`config.mk`:
```
export PLATFORM = sky130hd
export DESIGN_NAME = gpp_axis_lane
export DESIGN_NICKNAME = d
export VERILOG_FILES = /design/src/hw/rtl/gpp_pkg.sv /design/src/hw/rtl/gpp_axis_lane.sv
export SDC_FILE = /design/constraint.sdc
export NUM_CORES = 2
export LEC_CHECK = 0
export ABC_AREA = 1
export BUFFER_PORTS_ARGS = -buffer_cell sky130_fd_sc_hd__buf_2
export CAP_MARGIN = 20
export CORE_MARGIN = 3
export CORE_UTILIZATION = 45
export DETAILED_ROUTE_END_ITERATION = 12
export GPL_TIMING_DRIVEN = 0
export PLACE_DENSITY = 0.68
export SLEW_MARGIN = 20
export SYNTH_ARGS = -nofsm -noshare
export SYNTH_HDL_FRONTEND = slang
export SYNTH_SLANG_ARGS = --single-unit
```
`constraint.sdc`:
```
create_clock -name clk -period 6.4 [get_ports clk]
set_input_delay 0 -clock clk [delete_from_list [all_inputs] [get_ports clk]]
set_output_delay 0 -clock clk [all_outputs]
set_load 0.005 [all_outputs]
```
`src/hw/rtl/gpp_pkg.sv`:
```
// Shared widths, register codes and word types for the grid point placement block.
package gpp_pkg;

  localparam int IDX_W      = 16;  // particle index, row and column
  localparam int DIV_STEPS  = IDX_W;
  localparam int Q_W        = 16;  // Q8.8 and Q2.14 lanes
  localparam int CFG_W      = 48;  // three packed lanes
  localparam int CFG_IDX_W  = 3;
  localparam int GRID_W     = 2 * IDX_W;  // col or row times spacing
  localparam int PROD_W     = GRID_W + Q_W + 1;
  localparam int ACC_W      = PROD_W + 1;
  localparam int FRAC       = 14;  // Q.22 to Q8.8
  localparam int ROUND_BIAS = 8192;
  localparam int RES_W      = ACC_W - FRAC;
  localparam int INDEX_LIMIT = 65536;
  localparam int LIM_W      = 25;

  typedef enum logic [CFG_IDX_W-1:0] {
    CFG_AXIS_U  = 3'd0,
    CFG_AXIS_V  = 3'd1,
    CFG_ORIGIN  = 3'd2,
    CFG_SPACING = 3'd3,
    CFG_COLUMNS = 3'd4,
    CFG_ROWS    = 3'd5
  } cfg_reg_t;

  localparam logic [CFG_W-1:0] AXIS_U_RST  = 48'h0000_0000_4000;
  localparam logic [CFG_W-1:0] AXIS_V_RST  = 48'h4000_0000_0000;
  localparam logic [Q_W-1:0]   SPACING_RST = 16'd256;
  localparam logic [IDX_W-1:0] COLUMNS_RST = 16'd16;
  localparam logic [IDX_W-1:0] ROWS_RST    = 16'd16;

  // divider tail word
  typedef struct packed {
    logic             valid;
    logic             last;
    logic [IDX_W-1:0] idx;
    logic [IDX_W-1:0] quot;
    logic [IDX_W-1:0] rem;
  } div_res_t;

  // one world component after rounding
  typedef struct packed {
    logic signed [Q_W-1:0] pos;
    logic                  clip;
  } lane_res_t;

endpackage

```
`src/hw/rtl/gpp_axis_lane.sv`:
```
// One world component: two products, sum with origin, round and saturate.
module gpp_axis_lane (
  input  logic                              clk,
  input  logic                              en,
  input  logic        [gpp_pkg::GRID_W-1:0] gx,
  input  logic        [gpp_pkg::GRID_W-1:0] gz,
  input  logic signed [gpp_pkg::Q_W-1:0]    u,
  input  logic signed [gpp_pkg::Q_W-1:0]    v,
  input  logic signed [gpp_pkg::Q_W-1:0]    o,
  output gpp_pkg::lane_res_t                res
);
  import gpp_pkg::*;

  logic signed [PROD_W-1:0] pu_r, pv_r;
  logic signed [ACC_W-1:0]  acc_nxt, acc_r;
  logic signed [ACC_W-1:0]  org_q22;
  logic signed [RES_W-1:0]  rnd;
  logic                     hi, lo;
  lane_res_t                res_nxt, res_r;

  assign org_q22 = {{(ACC_W-Q_W-FRAC){o[Q_W-1]}}, o, {FRAC{1'b0}}};
  assign acc_nxt = ACC_W'(pu_r) + ACC_W'(pv_r) + org_q22 + ACC_W'(ROUND_BIAS);

  // floor shift: round half up after the bias
  assign rnd = acc_r[ACC_W-1:FRAC];
  assign hi  = (rnd > RES_W'(32767));
  assign lo  = (rnd < -RES_W'(32768));

  always_comb begin
    res_nxt.clip = hi | lo;
    if (hi) begin
      res_nxt.pos = 16'sh7FFF;
    end else if (lo) begin
      res_nxt.pos = -16'sh8000;
    end else begin
      res_nxt.pos = rnd[Q_W-1:0];
    end
  end

  always_ff @(posedge clk) begin
    if (en) begin
      pu_r  <= $signed({1'b0, gx}) * u;
      pv_r  <= $signed({1'b0, gz}) * v;
      acc_r <= acc_nxt;
      res_r <= res_nxt;
    end
  end

  assign res = res_r;

endmodule

```
---- Word level (Yosys, flattened, before mapping) ----
Cells that the tools add are included.
word-level totals
  register bits ........................... 165
  input port bits ......................... 114
  output and inout bits ................... 17
  word-level logic and storage cells ...... 14
cells by class
  $add $sub $neg .......................... 3
  multiply operators ...................... 2
  $lt $le $gt $ge ......................... 2
  muxes and demuxes ....................... 1
  bitwise operators ....................... 1
operators with widths
  operator                                                       number
  multiplier 33 x 16 -> 49 bit                                   2
  adder 49 x 49 -> 50 bit                                        1
  adder 50 x 15 -> 50 bit (second input constant)                1
  adder 50 x 30 -> 50 bit                                        1
  > comparator 36 x 16 -> 1 bit (second input constant)          1
  less-than comparator 36 x 16 -> 1 bit (second input constant)  1
  two-way mux 16 bit                                             1
  bitwise OR 1 bit                                               1

---- Logic depth before layout (Yosys ltp) ----
  depth after elaboration ................. 3
  gate-level depth with buffers ........... 27
  depth with buffers taken out ............ 25

---- Worst setup path before layout ----
OpenSTA, ideal clock, no wires.
  kind .................................... input port to flip-flop
  start point ............................. input port gx[30] (netlist name)
  end point ............................... register pu_r[46], data pin
  library setup time ...................... 0.254 ns
  arrival time ............................ 4.895 ns
  data required time ...................... 6.146 ns
  slack ................................... 1.251 ns
  cell stages on the path ................. 24
  buffers on the path ..................... 2
  cells stage by stage .................... clkbuf_1 clkbuf_1 nand2_1 fa_1 inv_1 fa_1 inv_1 fa_1 inv_1 fa_1 fa_1 inv_1 fa_1 inv_1 ha_1 nand2_1 inv_2 nand2_2 nor3_1 nand2_1 nor3_2 nand2_1 nand4_1 nand2_1
on the way
  word-level cells in the longest chain between the ends .. 1
ends and longest elaborated chain
  element                       RTL line             source
  start, declared               gpp_axis_lane.sv:5   input logic [gpp_pkg::GRID_W-1:0] gx,
  multiplier 33 x 16 -> 49 bit  gpp_axis_lane.sv:42  pu_r <= $signed({1'b0, gx}) * u;
  end signal, assigned          gpp_axis_lane.sv:42
  end, declared                 gpp_axis_lane.sv:14  logic signed [PROD_W-1:0] pu_r, pv_r;
Every way passes these cells.
A chain may end at the register's enable or synchronous reset.

---- Final worst setup path ----
  start point ............................. input port u[15] (netlist name)
  end point ............................... register pu_r[46], data pin
on the way
  word-level cells in the longest chain between the ends .. 1
ends and longest elaborated chain
  element                       RTL line             source
  start, declared               gpp_axis_lane.sv:7   input logic signed [gpp_pkg::Q_W-1:0] u,
  multiplier 33 x 16 -> 49 bit  gpp_axis_lane.sv:42
Every way passes these cells.

==> summary.md <==
| Metric | Value |
|---|---|
| CP startpoint kind | input port |
| Final WL | about 140000 um |
| CP required | approximately 6.5 ns |
| Final GP Congestion | ~1.0 |
| Outcome | finished, final reports clean |
| Gr usage total | 0.274 |
| Drt wl/cell | ~19 um |
| Max Clk Rate | ~170 MHz |
| Die area | between 100000 and 150000 um^2 |
| Placed cells | 7385 |
| CP bufs+invs | 8 |
| TritonCTS clock tree | yes |
| R2R depth | 9 |
| Die Wd | 323 um |
| Tcrit/Tclk final | 0.947 |
| Vias in the first global route | ~39000 |
| Core area | between 90000 and 100000 um^2 |
| Global-route wire length before repair | 218000 um |
| Port Buffer Count | 84 |
| Skew final | 0.0162 ns |
| Clock Root Buffer | clkbuf_16 |
| Critical path endpoint category | flop |
| Setup slack, reg-to-reg | 3.46 ns |
| Yosys warning total | 0 |
| CP cell instances | buf_2, inv_1, clkbuf_1, nor2_1, fa_1, inv_1, fa_1, inv_1, fa_1, fa_1, fa_1, inv_1, fa_1, inv_1, ha_1, nand2_1, inv_1, nand2_2, nor3_1, nand2_1, nor3_2, nand2_1, nand4_1, nand2_1 |
| Clk buf depth | 2 |
| Critical path class | input port to flop |
| DRT met1 WL | between 50000 and 60000 um |
| Share of cells above drive strength 1 | 0.0297 |
| Top sig layer | met5 |
| Crit path max fanout | 10 |
| Met3 wire length | ~12000 um |
| Largest area contributor in the netlist | fa_1 |
| Post-synth EDFFs | ~150 |
| Largest net degree at the start of global routing | 99 |
| Seq. cell area | ~4500 um^2 |
| Min-Delay Startpoint | gx[0] |
| Post-synth ARST share | 0 |
| Layout Nets | 7471 |
| Antenna violations before repair | 4 |
| Reg2reg start | pu_r[35] |
| Hold depth | 3 |
| Largest delay share family, worst path | adder cells |
| Vias/cell | between 5 and 6 |
| I/O pins | 131 |
| Unrepaired setup endpoints after global routing | no |
| Non-filler instance count after layout | 7420 |
| Reg2reg end | acc_r[40] |
| Max Slew Vio Count | 0 |
| Die Y | 323 um |
| Yosys cell types | 41 |
| Placement Rows | between 100 and 150 |
| Sequential share of the synthesized area | 0.100 |
| Syn Nets | 7366 |
| Routed Antenna Nets | 0 |
| Final Hold Fails | 0 |
| TritonCTS buffer count | 17 |
| Slowest CP cell | clkbuf_1 |
| Most used DFF post-synth | edfxtp_1 |
| Clock sink count | about 150 |
| Min-Delay Path Class | input port to flop |
| Most frequent cells after synthesis | inv_1, nand2_1, fa_1, ha_1, nor2_1 |
| TritonRoute pass-1 iters | 6 |
| Layout area overhead | 5.96% |
| Total grt overflow | 0 |
| Most common cell in the netlist | inv_1 |
| Initial Util | 0.457 |
| Fillers | 9900 |
| Worst-Skew Late Latency | ~0.43 ns |
| Synth Cell Area | approximately 45000 um^2 |
| Clk pin slew, worst setup/hold paths | around 0.08 ns |
| DP Wirelength | around 120000 um |
| Post-CTS setup buffers | 0 |
| Final min period | about 6.1 ns |
| Syn avg cell area | around 7.5 um^2 |
| Synth top area cells | fa_1, inv_1, nand2_1, ha_1, edfxtp_1 |
| Worst-Margin Slew | 1.08 ns |
| Residual DRC count | 0 |
| Routed length on met2 | around 64000 um |
| Max-Cap Viols | 0 |
| Yosys top cell area share | 0.385 |
| H-tree lvl count | 4 |
| Drt first-iter violations | 2883 |
| Arrival @ worst endpoint | 6.18 ns |
| Seq cells post-synth | 151 |
| DR vias | between 30000 and 40000 |
| Post-Syn Instances | 6013 |
| Multi-input logic area | roughly 33000 um^2 |
| Largest stage delay on the critical path | between 0.8 and 0.9 ns |
| Slew HR | 0.281 |
| Endpoints failing setup | 0 |
| Sum Neg Setup Slack | 0 ns |
| Worst Hold End | pu_r[0] |
==> worst reg2reg max path: stages (launching register included) <==
cell and delay [ns]:
edfxtp_1 0.46, fa_1 0.48, ha_1 0.44, nand2_1 0.19, nor2_1 0.18, nand2_1 0.11, nor3_1 0.31, nand4_1 0.23
nand4_1 0.14, nand2_1 0.11
==> kinds of logic (layout without fill, tap and decap cells) <==
kind of cell             after synthesis  after routing  share of synthesized area
buffers and inverters               1997           2115                      0.166
XOR/XNOR                              78             78                     0.0151
AND/OR/NAND/NOR                     2245           2245                      0.197
adder cells (fa/ha/maj)             1239           1239                      0.486
AO/OA/AOI/OAI                        303            303                     0.0360
other                                  0              2                          0
flip-flops                           151            151                      0.100
==> layout by cell type (no fill, tap or decap), types with 4 or more instances in the layout <==
master / Yosys / final
a21oi_1: 168 / 168
a31oi_1: 6 / 6
buf_2: 1 / 84
clkbuf_1: 207 / 207
clkbuf_16: 0 / 17
edfxtp_1: 151 / 151
fa_1: 871 / 871
ha_1: 368 / 368
inv_1: 1777 / 1777
inv_2: 10 / 10
inv_8: 0 / 6
nand2_1: 1739 / 1739
nand2_2: 9 / 9
nand3_1: 97 / 97
nand3_2: 4 / 4
nand3b_1: 9 / 9
nand4_1: 46 / 46
nor2_1: 270 / 270
nor2_2: 9 / 9
nor3_1: 22 / 22
nor3_2: 6 / 6
nor4_1: 5 / 5
o21ai_0: 93 / 93
o21bai_1: 22 / 22
or2_2: 18 / 18
xnor2_1: 12 / 12
xor2_1: 66 / 66
==> registers in the layout, summed over array words and instances, names as in the netlist <==
register	cells
acc_r	36
res	17
pv_r	49
pu_r	49
==> metrics by stage <==
step	worst slack [ns]	hold WS, ns	instance area, um^2	utilization
floorplan	1.25	0.112	45300	-
global placement	0.0577	0.392	47400	0.478
detailed placement	-0.0132	0.392	47400	0.478
CTS	0.447	0.0253	48000	0.484
global route	0.134	0.0215	48000	0.484
finish	0.341	0.0378	48000	0.485
==> worst max path at each step <==
stage,from,endpoint,slack [ns],cells past startpoint
5_1_grt,gx[7],pu_r[38],0.13,24
3_3_place_gp,gz[16],pv_r[39],0.06,22
4_1_cts,u[15],pu_r[46],0.45,24
2_1_floorplan,gx[30],pu_r[46],1.25,24
3_5_place_dp,u[15],pu_r[46],-0.01,24
6_report,u[15],pu_r[46],0.34,24
==> final cells by class <==
type,instances,area share
multi-input cells,3865,0.693
clock inverters,15,0.00406
plain buffers,209,0.0165
repair buffers,86,0.00974
flip-flops and latches,151,0.0944
well taps,1287,0.0335
clock buffers,17,0.00886
diodes,2,0.000104
inverters,1788,0.140
==> repair_timing <==
| action | in CTS | in global routing |
|---|---|---|
| hold buffers | 1 | 0 |
| endpoints found under the setup margin | 0 | 0 |
| gates resized for setup | 0 | 0 |
| hold endpoints to repair | 11 | 0 |
==> routing by layer <==
metal,track usage,up-vias
li1,-,17400
met1,0.367,18200
met2,0.450,1512
met3,0.0437,294
met4,0.0986,8
met5,0,-
Power is left out: the tool's default activity adds up to more than one toggle a clock period on the data nets, which glitch-free logic cannot reach.
