### config.mk
export PLATFORM = sky130hd
export DESIGN_NAME = gpp_divider
export DESIGN_NICKNAME = d
export VERILOG_FILES = /design/src/hw/rtl/gpp_pkg.sv /design/src/hw/rtl/gpp_divider.sv
export SDC_FILE = /design/constraint.sdc
export NUM_CORES = 1
export LEC_CHECK = 0
export ABC_AREA = 1
export BUFFER_PORTS_ARGS = -buffer_cell sky130_fd_sc_hd__buf_2
export CAP_MARGIN = 20
export CORE_ASPECT_RATIO = 1.4
export CORE_MARGIN = 4
export CORE_UTILIZATION = 35
export CTS_CLUSTER_DIAMETER = 100
export DETAILED_ROUTE_END_ITERATION = 7
export HOLD_SLACK_MARGIN = 0.15
export MAX_ROUTING_LAYER = met4
export SYNTH_ARGS = -nofsm -noshare
export SYNTH_HDL_FRONTEND = slang
export SYNTH_SLANG_ARGS = --single-unit
### constraint.sdc
create_clock -name clk -period 3.05 [get_ports clk]
set_input_delay 0.1525 -clock clk [delete_from_list [all_inputs] [get_ports clk]]
set_output_delay 0.1525 -clock clk [all_outputs]
set_load 0.01 [all_outputs]
### src/hw/rtl/gpp_pkg.sv
// Shared widths, register codes and word types for the grid point placement block.
package gpp_pkg;

  localparam int IDX_W      = 16;  // particle index, row and column
  localparam int DIV_STEPS  = IDX_W;
  localparam int Q_W        = 16;  // Q8.8 and Q2.14 lanes
  localparam int CFG_W      = 48;  // three packed lanes
  localparam int CFG_IDX_W  = 3;
  localparam int GRID_W     = 2 * IDX_W;  // col or row times spacing
  localparam int PROD_W     = GRID_W + Q_W + 1;
  localparam int ACC_W      = PROD_W + 1;
  localparam int FRAC       = 14;  // Q.22 to Q8.8
  localparam int ROUND_BIAS = 8192;
  localparam int RES_W      = ACC_W - FRAC;
  localparam int INDEX_LIMIT = 65536;
  localparam int LIM_W      = 25;

  typedef enum logic [CFG_IDX_W-1:0] {
    CFG_AXIS_U  = 3'd0,
    CFG_AXIS_V  = 3'd1,
    CFG_ORIGIN  = 3'd2,
    CFG_SPACING = 3'd3,
    CFG_COLUMNS = 3'd4,
    CFG_ROWS    = 3'd5
  } cfg_reg_t;

  localparam logic [CFG_W-1:0] AXIS_U_RST  = 48'h0000_0000_4000;
  localparam logic [CFG_W-1:0] AXIS_V_RST  = 48'h4000_0000_0000;
  localparam logic [Q_W-1:0]   SPACING_RST = 16'd256;
  localparam logic [IDX_W-1:0] COLUMNS_RST = 16'd16;
  localparam logic [IDX_W-1:0] ROWS_RST    = 16'd16;

  // divider tail word
  typedef struct packed {
    logic             valid;
    logic             last;
    logic [IDX_W-1:0] idx;
    logic [IDX_W-1:0] quot;
    logic [IDX_W-1:0] rem;
  } div_res_t;

  // one world component after rounding
  typedef struct packed {
    logic signed [Q_W-1:0] pos;
    logic                  clip;
  } lane_res_t;

endpackage

### src/hw/rtl/gpp_divider.sv
// Pipelined restoring divider: one quotient bit per register stage.
module gpp_divider (
  input  logic                      clk,
  input  logic                      rst_n,
  input  logic                      en,
  input  logic                      in_v,
  input  logic                      tag,
  input  logic [gpp_pkg::IDX_W-1:0] dividend,
  input  logic [gpp_pkg::IDX_W-1:0] divisor,
  output gpp_pkg::div_res_t         res
);
  import gpp_pkg::*;

  logic             v_r   [DIV_STEPS];
  logic             tag_r [DIV_STEPS];
  logic [IDX_W-1:0] idx_r [DIV_STEPS];
  logic [IDX_W-1:0] rem_r [DIV_STEPS];
  logic [IDX_W-1:0] q_r   [DIV_STEPS];

  for (genvar k = 0; k < DIV_STEPS; k++) begin : g_step
    logic             v_in;
    logic             tag_in;
    logic [IDX_W-1:0] idx_in;
    logic [IDX_W-1:0] rem_in;
    logic [IDX_W-1:0] q_in;
    logic [IDX_W:0]   trial;
    logic [IDX_W:0]   diff;
    logic             ge;
    logic [IDX_W-1:0] rem_nxt;
    logic [IDX_W-1:0] q_nxt;

    if (k == 0) begin : g_first
      assign v_in   = in_v;
      assign tag_in = tag;
      assign idx_in = dividend;
      assign rem_in = '0;
      assign q_in   = '0;
    end else begin : g_next
      assign v_in   = v_r[k-1];
      assign tag_in = tag_r[k-1];
      assign idx_in = idx_r[k-1];
      assign rem_in = rem_r[k-1];
      assign q_in   = q_r[k-1];
    end

    // partial remainder stays below the divisor, so the difference fits
    assign trial   = {rem_in, idx_in[IDX_W-1-k]};
    assign diff    = trial - {1'b0, divisor};
    assign ge      = (trial >= {1'b0, divisor});
    assign rem_nxt = ge ? diff[IDX_W-1:0] : trial[IDX_W-1:0];
    assign q_nxt   = {q_in[IDX_W-2:0], ge};

    always_ff @(posedge clk) begin
      if (!rst_n) begin
        v_r[k] <= 1'b0;
      end else if (en) begin
        v_r[k] <= v_in;
      end
    end

    always_ff @(posedge clk) begin
      if (en) begin
        tag_r[k] <= tag_in;
        idx_r[k] <= idx_in;
        rem_r[k] <= rem_nxt;
        q_r[k]   <= q_nxt;
      end
    end
  end

  assign res.valid = v_r[DIV_STEPS-1];
  assign res.last  = tag_r[DIV_STEPS-1];
  assign res.idx   = idx_r[DIV_STEPS-1];
  assign res.quot  = q_r[DIV_STEPS-1];
  assign res.rem   = rem_r[DIV_STEPS-1];

endmodule

Word level (Yosys, flattened, before mapping)
Memories as Yosys holds them, arrays and structs flattened. Index checks and enable logic that the tools add are counted.

Bits in registers: 0. Bits in latches: 0. RAM bits: 800. ROM bits: 0. Bits of input ports: 37. Output and inout port bits: 50. Logic and storage cells: 90. Memories: 5.

Memory list: idx_r (depth 16, width 16, rd ports 16, clocked after Yosys merged registers in 0, write ports 16, RTL line gpp_divider.sv:16) `logic [IDX_W-1:0] idx_r [DIV_STEPS];`; q_r (depth 16, width 16, rd ports 16, clocked after Yosys merged registers in 0, write ports 16, RTL line gpp_divider.sv:18) `logic [IDX_W-1:0] q_r [DIV_STEPS];`; rem_r (depth 16, width 16, rd ports 16, clocked after Yosys merged registers in 0, write ports 16, RTL line gpp_divider.sv:17) `logic [IDX_W-1:0] rem_r [DIV_STEPS];`; tag_r (depth 16, width 1, rd ports 16, clocked after Yosys merged registers in 0, write ports 16, RTL line gpp_divider.sv:15) `logic tag_r [DIV_STEPS];`; v_r (depth 16, width 1, rd ports 16, clocked after Yosys merged registers in 0, write ports 16, RTL line gpp_divider.sv:14) `logic v_r [DIV_STEPS];`.

Add/subtract/negate cells: 16. $mul: 0. Divide/modulo/power cells: 0. Order comparisons: 16. Equal/unequal tests: 0. Shift-type cells: 0. Mux-type cells: 37. Bitwise gates (word level): 16. Reductions and logical operators: 0.

Operator list (count): 2-to-1 mux 16 bit (16); greater-or-equal comparator 17 x 16 -> 1 bit (15); subtractor 16 bit (15); 2-to-1 mux 1 bit (21); greater-or-equal comparator 1 x 16 -> 1 bit (1); bitwise OR 1 bit (16); subtractor 1 x 16 -> 16 bit (1).

Logic depth before layout (Yosys ltp)
Word-level depth: 4. Mapped depth: 15. Mapped depth without buffers: 13.

Least setup slack after synthesis
OpenSTA, ideal clock, no wires.

Path kind: input to register. Start: input port divisor[8] (netlist name). End: memory rem_r[12][12] (netlist: rem_r[6][12]) (data pin). Library setup time: 252 ps. Arrival time: 1929 ps. Data required time: 2798 ps. Slack: 868 ps. Stages on the path: 14. Buffers on the path: 2. Cell sequence: clkinv_1 -> ha_1 -> nand2_1 -> inv_1 -> nand2_1 -> nand2_1 -> inv_1 -> nand3_1 -> nand2_1 -> nand2_2 -> buf_6 -> buf_8 -> nand2_1 -> nand2_1.

RTL lines: from (decl) (RTL line gpp_divider.sv:9) `input logic [gpp_pkg::IDX_W-1:0] divisor,`; to (decl) (RTL line gpp_divider.sv:17).

==> results.sh <==
export IMPL_crit_buf_inv=4
export IMPL_critPathArrivalTime_ps=2980
export IMPL_setup_tns_ps=0
export IMPL_drt_antenna_violating_nets=0
export IMPL_antenna_cells=0
export IMPL_synth_edff_count=679
export IMPL_routedWlPerCell_microns=16.5
export IMPL_min_period_ps=2590
export IMPL_crit_type="in2reg"
export IMPL_holdPathStages=2
export IMPL_core_sq_um=113000
export IMPL_gp_routability_congestion=0.937
export IMPL_ys_seq_area_share_pct=50.8
export IMPL_r2r_worst_path_cells=11
export IMPL_r2r_slack_ps=640
export IMPL_grt_overflow_total=0
export IMPL_layout_drive_gt1_share_pct=7.74
export IMPL_met1_usage_pct=19.3
export IMPL_ys_warn_count=0
export IMPL_drc_errors=0
export IMPL_power_total_mw=41.2
export IMPL_timing_final_hold_violations=0
export IMPL_wl_microns=106000
export IMPL_synthTopCellsByArea="edfxtp_1 (51%), nand2_1 (17%), ha_1 (7.5%)"
export IMPL_htree_levels=3
export IMPL_final_max_slew_violation_count=0
export IMPL_grt_use_met3_pct=2.47
export IMPL_numCtsBuffers=73
export IMPL_syn_area_sq_um=40100
export IMPL_clock_latency_ps=670
export IMPL_syn_nets=4961
export IMPL_cts_sinks=680
export IMPL_drt_iter0_markers=1781
export IMPL_slowest_stage="dlygate4sd3_1"
export IMPL_critPathCaptureType="flop"
export IMPL_met2_usage_pct=33.2
export IMPL_synth_cell_types=48
export IMPL_clk_pin_slew_ps=60
export IMPL_max_stage_delay_ps=530
export IMPL_ir_drop_mv=0.437
export IMPL_maxCapViolCount=0
export IMPL_yosysMostFrequentCell="nand2_1"
export IMPL_grt_setup_unrepaired="no"
export IMPL_post_route_period_util_pct=84.8
export IMPL_io_buffers=86
export IMPL_fmax_mhz=386
export IMPL_r2r_end="rem_r[2][14]"
export IMPL_area_growth_pct=13.1
export IMPL_grt_total_usage_pct=18.0
export IMPL_status="finished clean"
export IMPL_die_w_microns=294
export IMPL_grt_max_degree=94
export IMPL_path_cells="dlygate4sd3_1 > buf_2 > inv_1 > ha_1 > nand2_1 > inv_1 > and3_1 > nor2_4 > nand2_4 > nand2_1 > nand2_1"
export IMPL_reg2reg_from="rem_r[1][25]"
export IMPL_routed_via_density=4.74
export IMPL_hpwl_microns=77800
export IMPL_hold_path_class="in2reg"
export IMPL_yosysTopAreaCell="edfxtp_1"
export IMPL_p_per_area_nw_per_um2=906
export IMPL_first_global_vias=29800
export IMPL_post_cts_setup_buffers=0
export IMPL_firstDrtPassIters=7
export IMPL_skew_ps=32.8
export IMPL_num_rows=146
export IMPL_max_slew_margin_rel_pct=45.3
export IMPL_synthCells=4667
export IMPL_cts_tree="yes"
export IMPL_die_y_microns=409
export IMPL_crit_required_ps=3440
export IMPL_antenna_found_initial=2
export IMPL_setup_viol=0
export IMPL_synthFlopType="edfxtp_1"
export IMPL_min_to="idx_r[0][11]"
export IMPL_nNetsFinal=5170
export IMPL_holdCritStartpoint="dividend[11]"
export IMPL_worstPathMaxFanout=17
export IMPL_async_flop_share_pct=0
export IMPL_initial_core_util_pct=35.4
export IMPL_cts_root_buf="clkbuf_16"
export IMPL_hold_ws_ps=204
export IMPL_synth_top_cells_by_count="nand2_1 (1815), inv_1 (745), edfxtp_1 (679)"
export IMPL_crit_top_cell="nand2_1"
export IMPL_synthDominantCellAreaShare_pct=50.8
export IMPL_crit_family="buffers and inverters"
export IMPL_final_area_sq_um=45400
export IMPL_ys_ff_latch=680
export IMPL_top_usage_layer="met2"
export IMPL_tightest_slew_ps=820
export IMPL_startpoint_type="primary input"
export IMPL_dpl_cell_area_sq_um=42800
export IMPL_grt_pass1_wl_microns=164000
export IMPL_vias=30400
export IMPL_ios=87
export IMPL_clk_path_buf_depth=3
export IMPL_die_area_sq_um=120000
export IMPL_power_leakage_nw=22.0
export IMPL_synth_area_per_cell_sq_um=8.60
-- registers in the layout, summed over array words and instances, names as in the netlist --
register,count
idx_r,256
rem_r,256
q_r,136
tag_r,16
v_r,16
-- routing by layer --
layer	routed length [microns]	vias to the layer above
met5	0	-
met4	4570	0
met3	4120	252
met2	55800	588
met1	41400	14000
li1	-	15500
-- cells in the final DEF (no fill, tap or decap), drive strengths merged --
| cell | instances |
|---|---|
| inv | 756 |
| nand3b | 35 |
| fa | 15 |
| clkinv | 36 |
| a31oi | 2 |
| edfxtp | 679 |
| nand4 | 60 |
| nor3 | 49 |
| nor4 | 3 |
| nor2 | 223 |
| nand2 | 1860 |
| bufinv | 6 |
| nand3 | 385 |
| clkinvlp | 2 |
| nor3b | 3 |
| a21oi | 141 |
| xnor2 | 22 |
| o21bai | 8 |
| or2 | 16 |
| a21boi | 1 |
| o21a | 9 |
| xor2 | 71 |
| and2 | 10 |
| dfxtp | 1 |
| buf | 163 |
| and3 | 4 |
| dlygate4sd3 | 30 |
| ha | 242 |
| clkbuf | 85 |
| o21ai | 17 |
-- worst max-delay path by stage --
| stage | from | endpoint | slack, ps | cells past startpoint |
|---|---|---|---|---|
| finish | divisor[13] | rem_r[1][31] | 460 | 11 |
| global route | divisor[3] | rem_r[7][27] | 330 | 15 |
| CTS | divisor[13] | rem_r[1][29] | 540 | 11 |
| detailed placement | divisor[13] | rem_r[1][31] | 380 | 10 |
| global placement | divisor[13] | rem_r[7][18] | 430 | 10 |
| floorplan | divisor[8] | rem_r[6][12] | 870 | 14 |
-- stage by stage --
step | setup slack, ps | utilization (%) | instances
global placement | 430 | 37.7 | 6251
floorplan | 868 | - | 4667
global route | 332 | 40.0 | 6414
detailed placement | 376 | 37.7 | 6251
CTS | 540 | 40.0 | 6414
finish | 462 | 40.0 | 6414
-- final cells by class --
type                       instances  area [sq um]
multi-input combinational       3176         16400
clock inverter                    48           429
sequential                       680         20400
clock buffer                      85          1910
tap                             1480          1850
fill                           11300         68000
inverter                         752          2820
timing repair buffer             193          1590
-- power by group --
group,switching (mW),internal (mW),total (mW),leakage (nW)
clock,3.78,5.03,8.82,1.15
combinational,11.7,6.18,17.8,14.2
sequential,1.36,13.1,14.5,6.69
total,16.8,24.4,41.2,22.0
-- cells by family (layout without fill, tap and decap cells) --
| family | after synthesis | in the layout | synth area share [%] |
|---|---|---|---|
| AO/OA/AOI/OAI | 178 | 178 | 2.35 |
| XOR/XNOR | 93 | 93 | 2.03 |
| adder cells (fa/ha/maj) | 257 | 257 | 8.29 |
| buffers and inverters | 811 | 1078 | 8.33 |
| flip-flops | 680 | 680 | 50.8 |
| AND/OR/NAND/NOR | 2648 | 2648 | 28.2 |
-- timing repair --
action | CTS | global route
hold buffers | 30 | 0
resized for setup | 0 | 0
hold endpoints to repair | 79 | 0
Power figures use the tool's default switching activity.
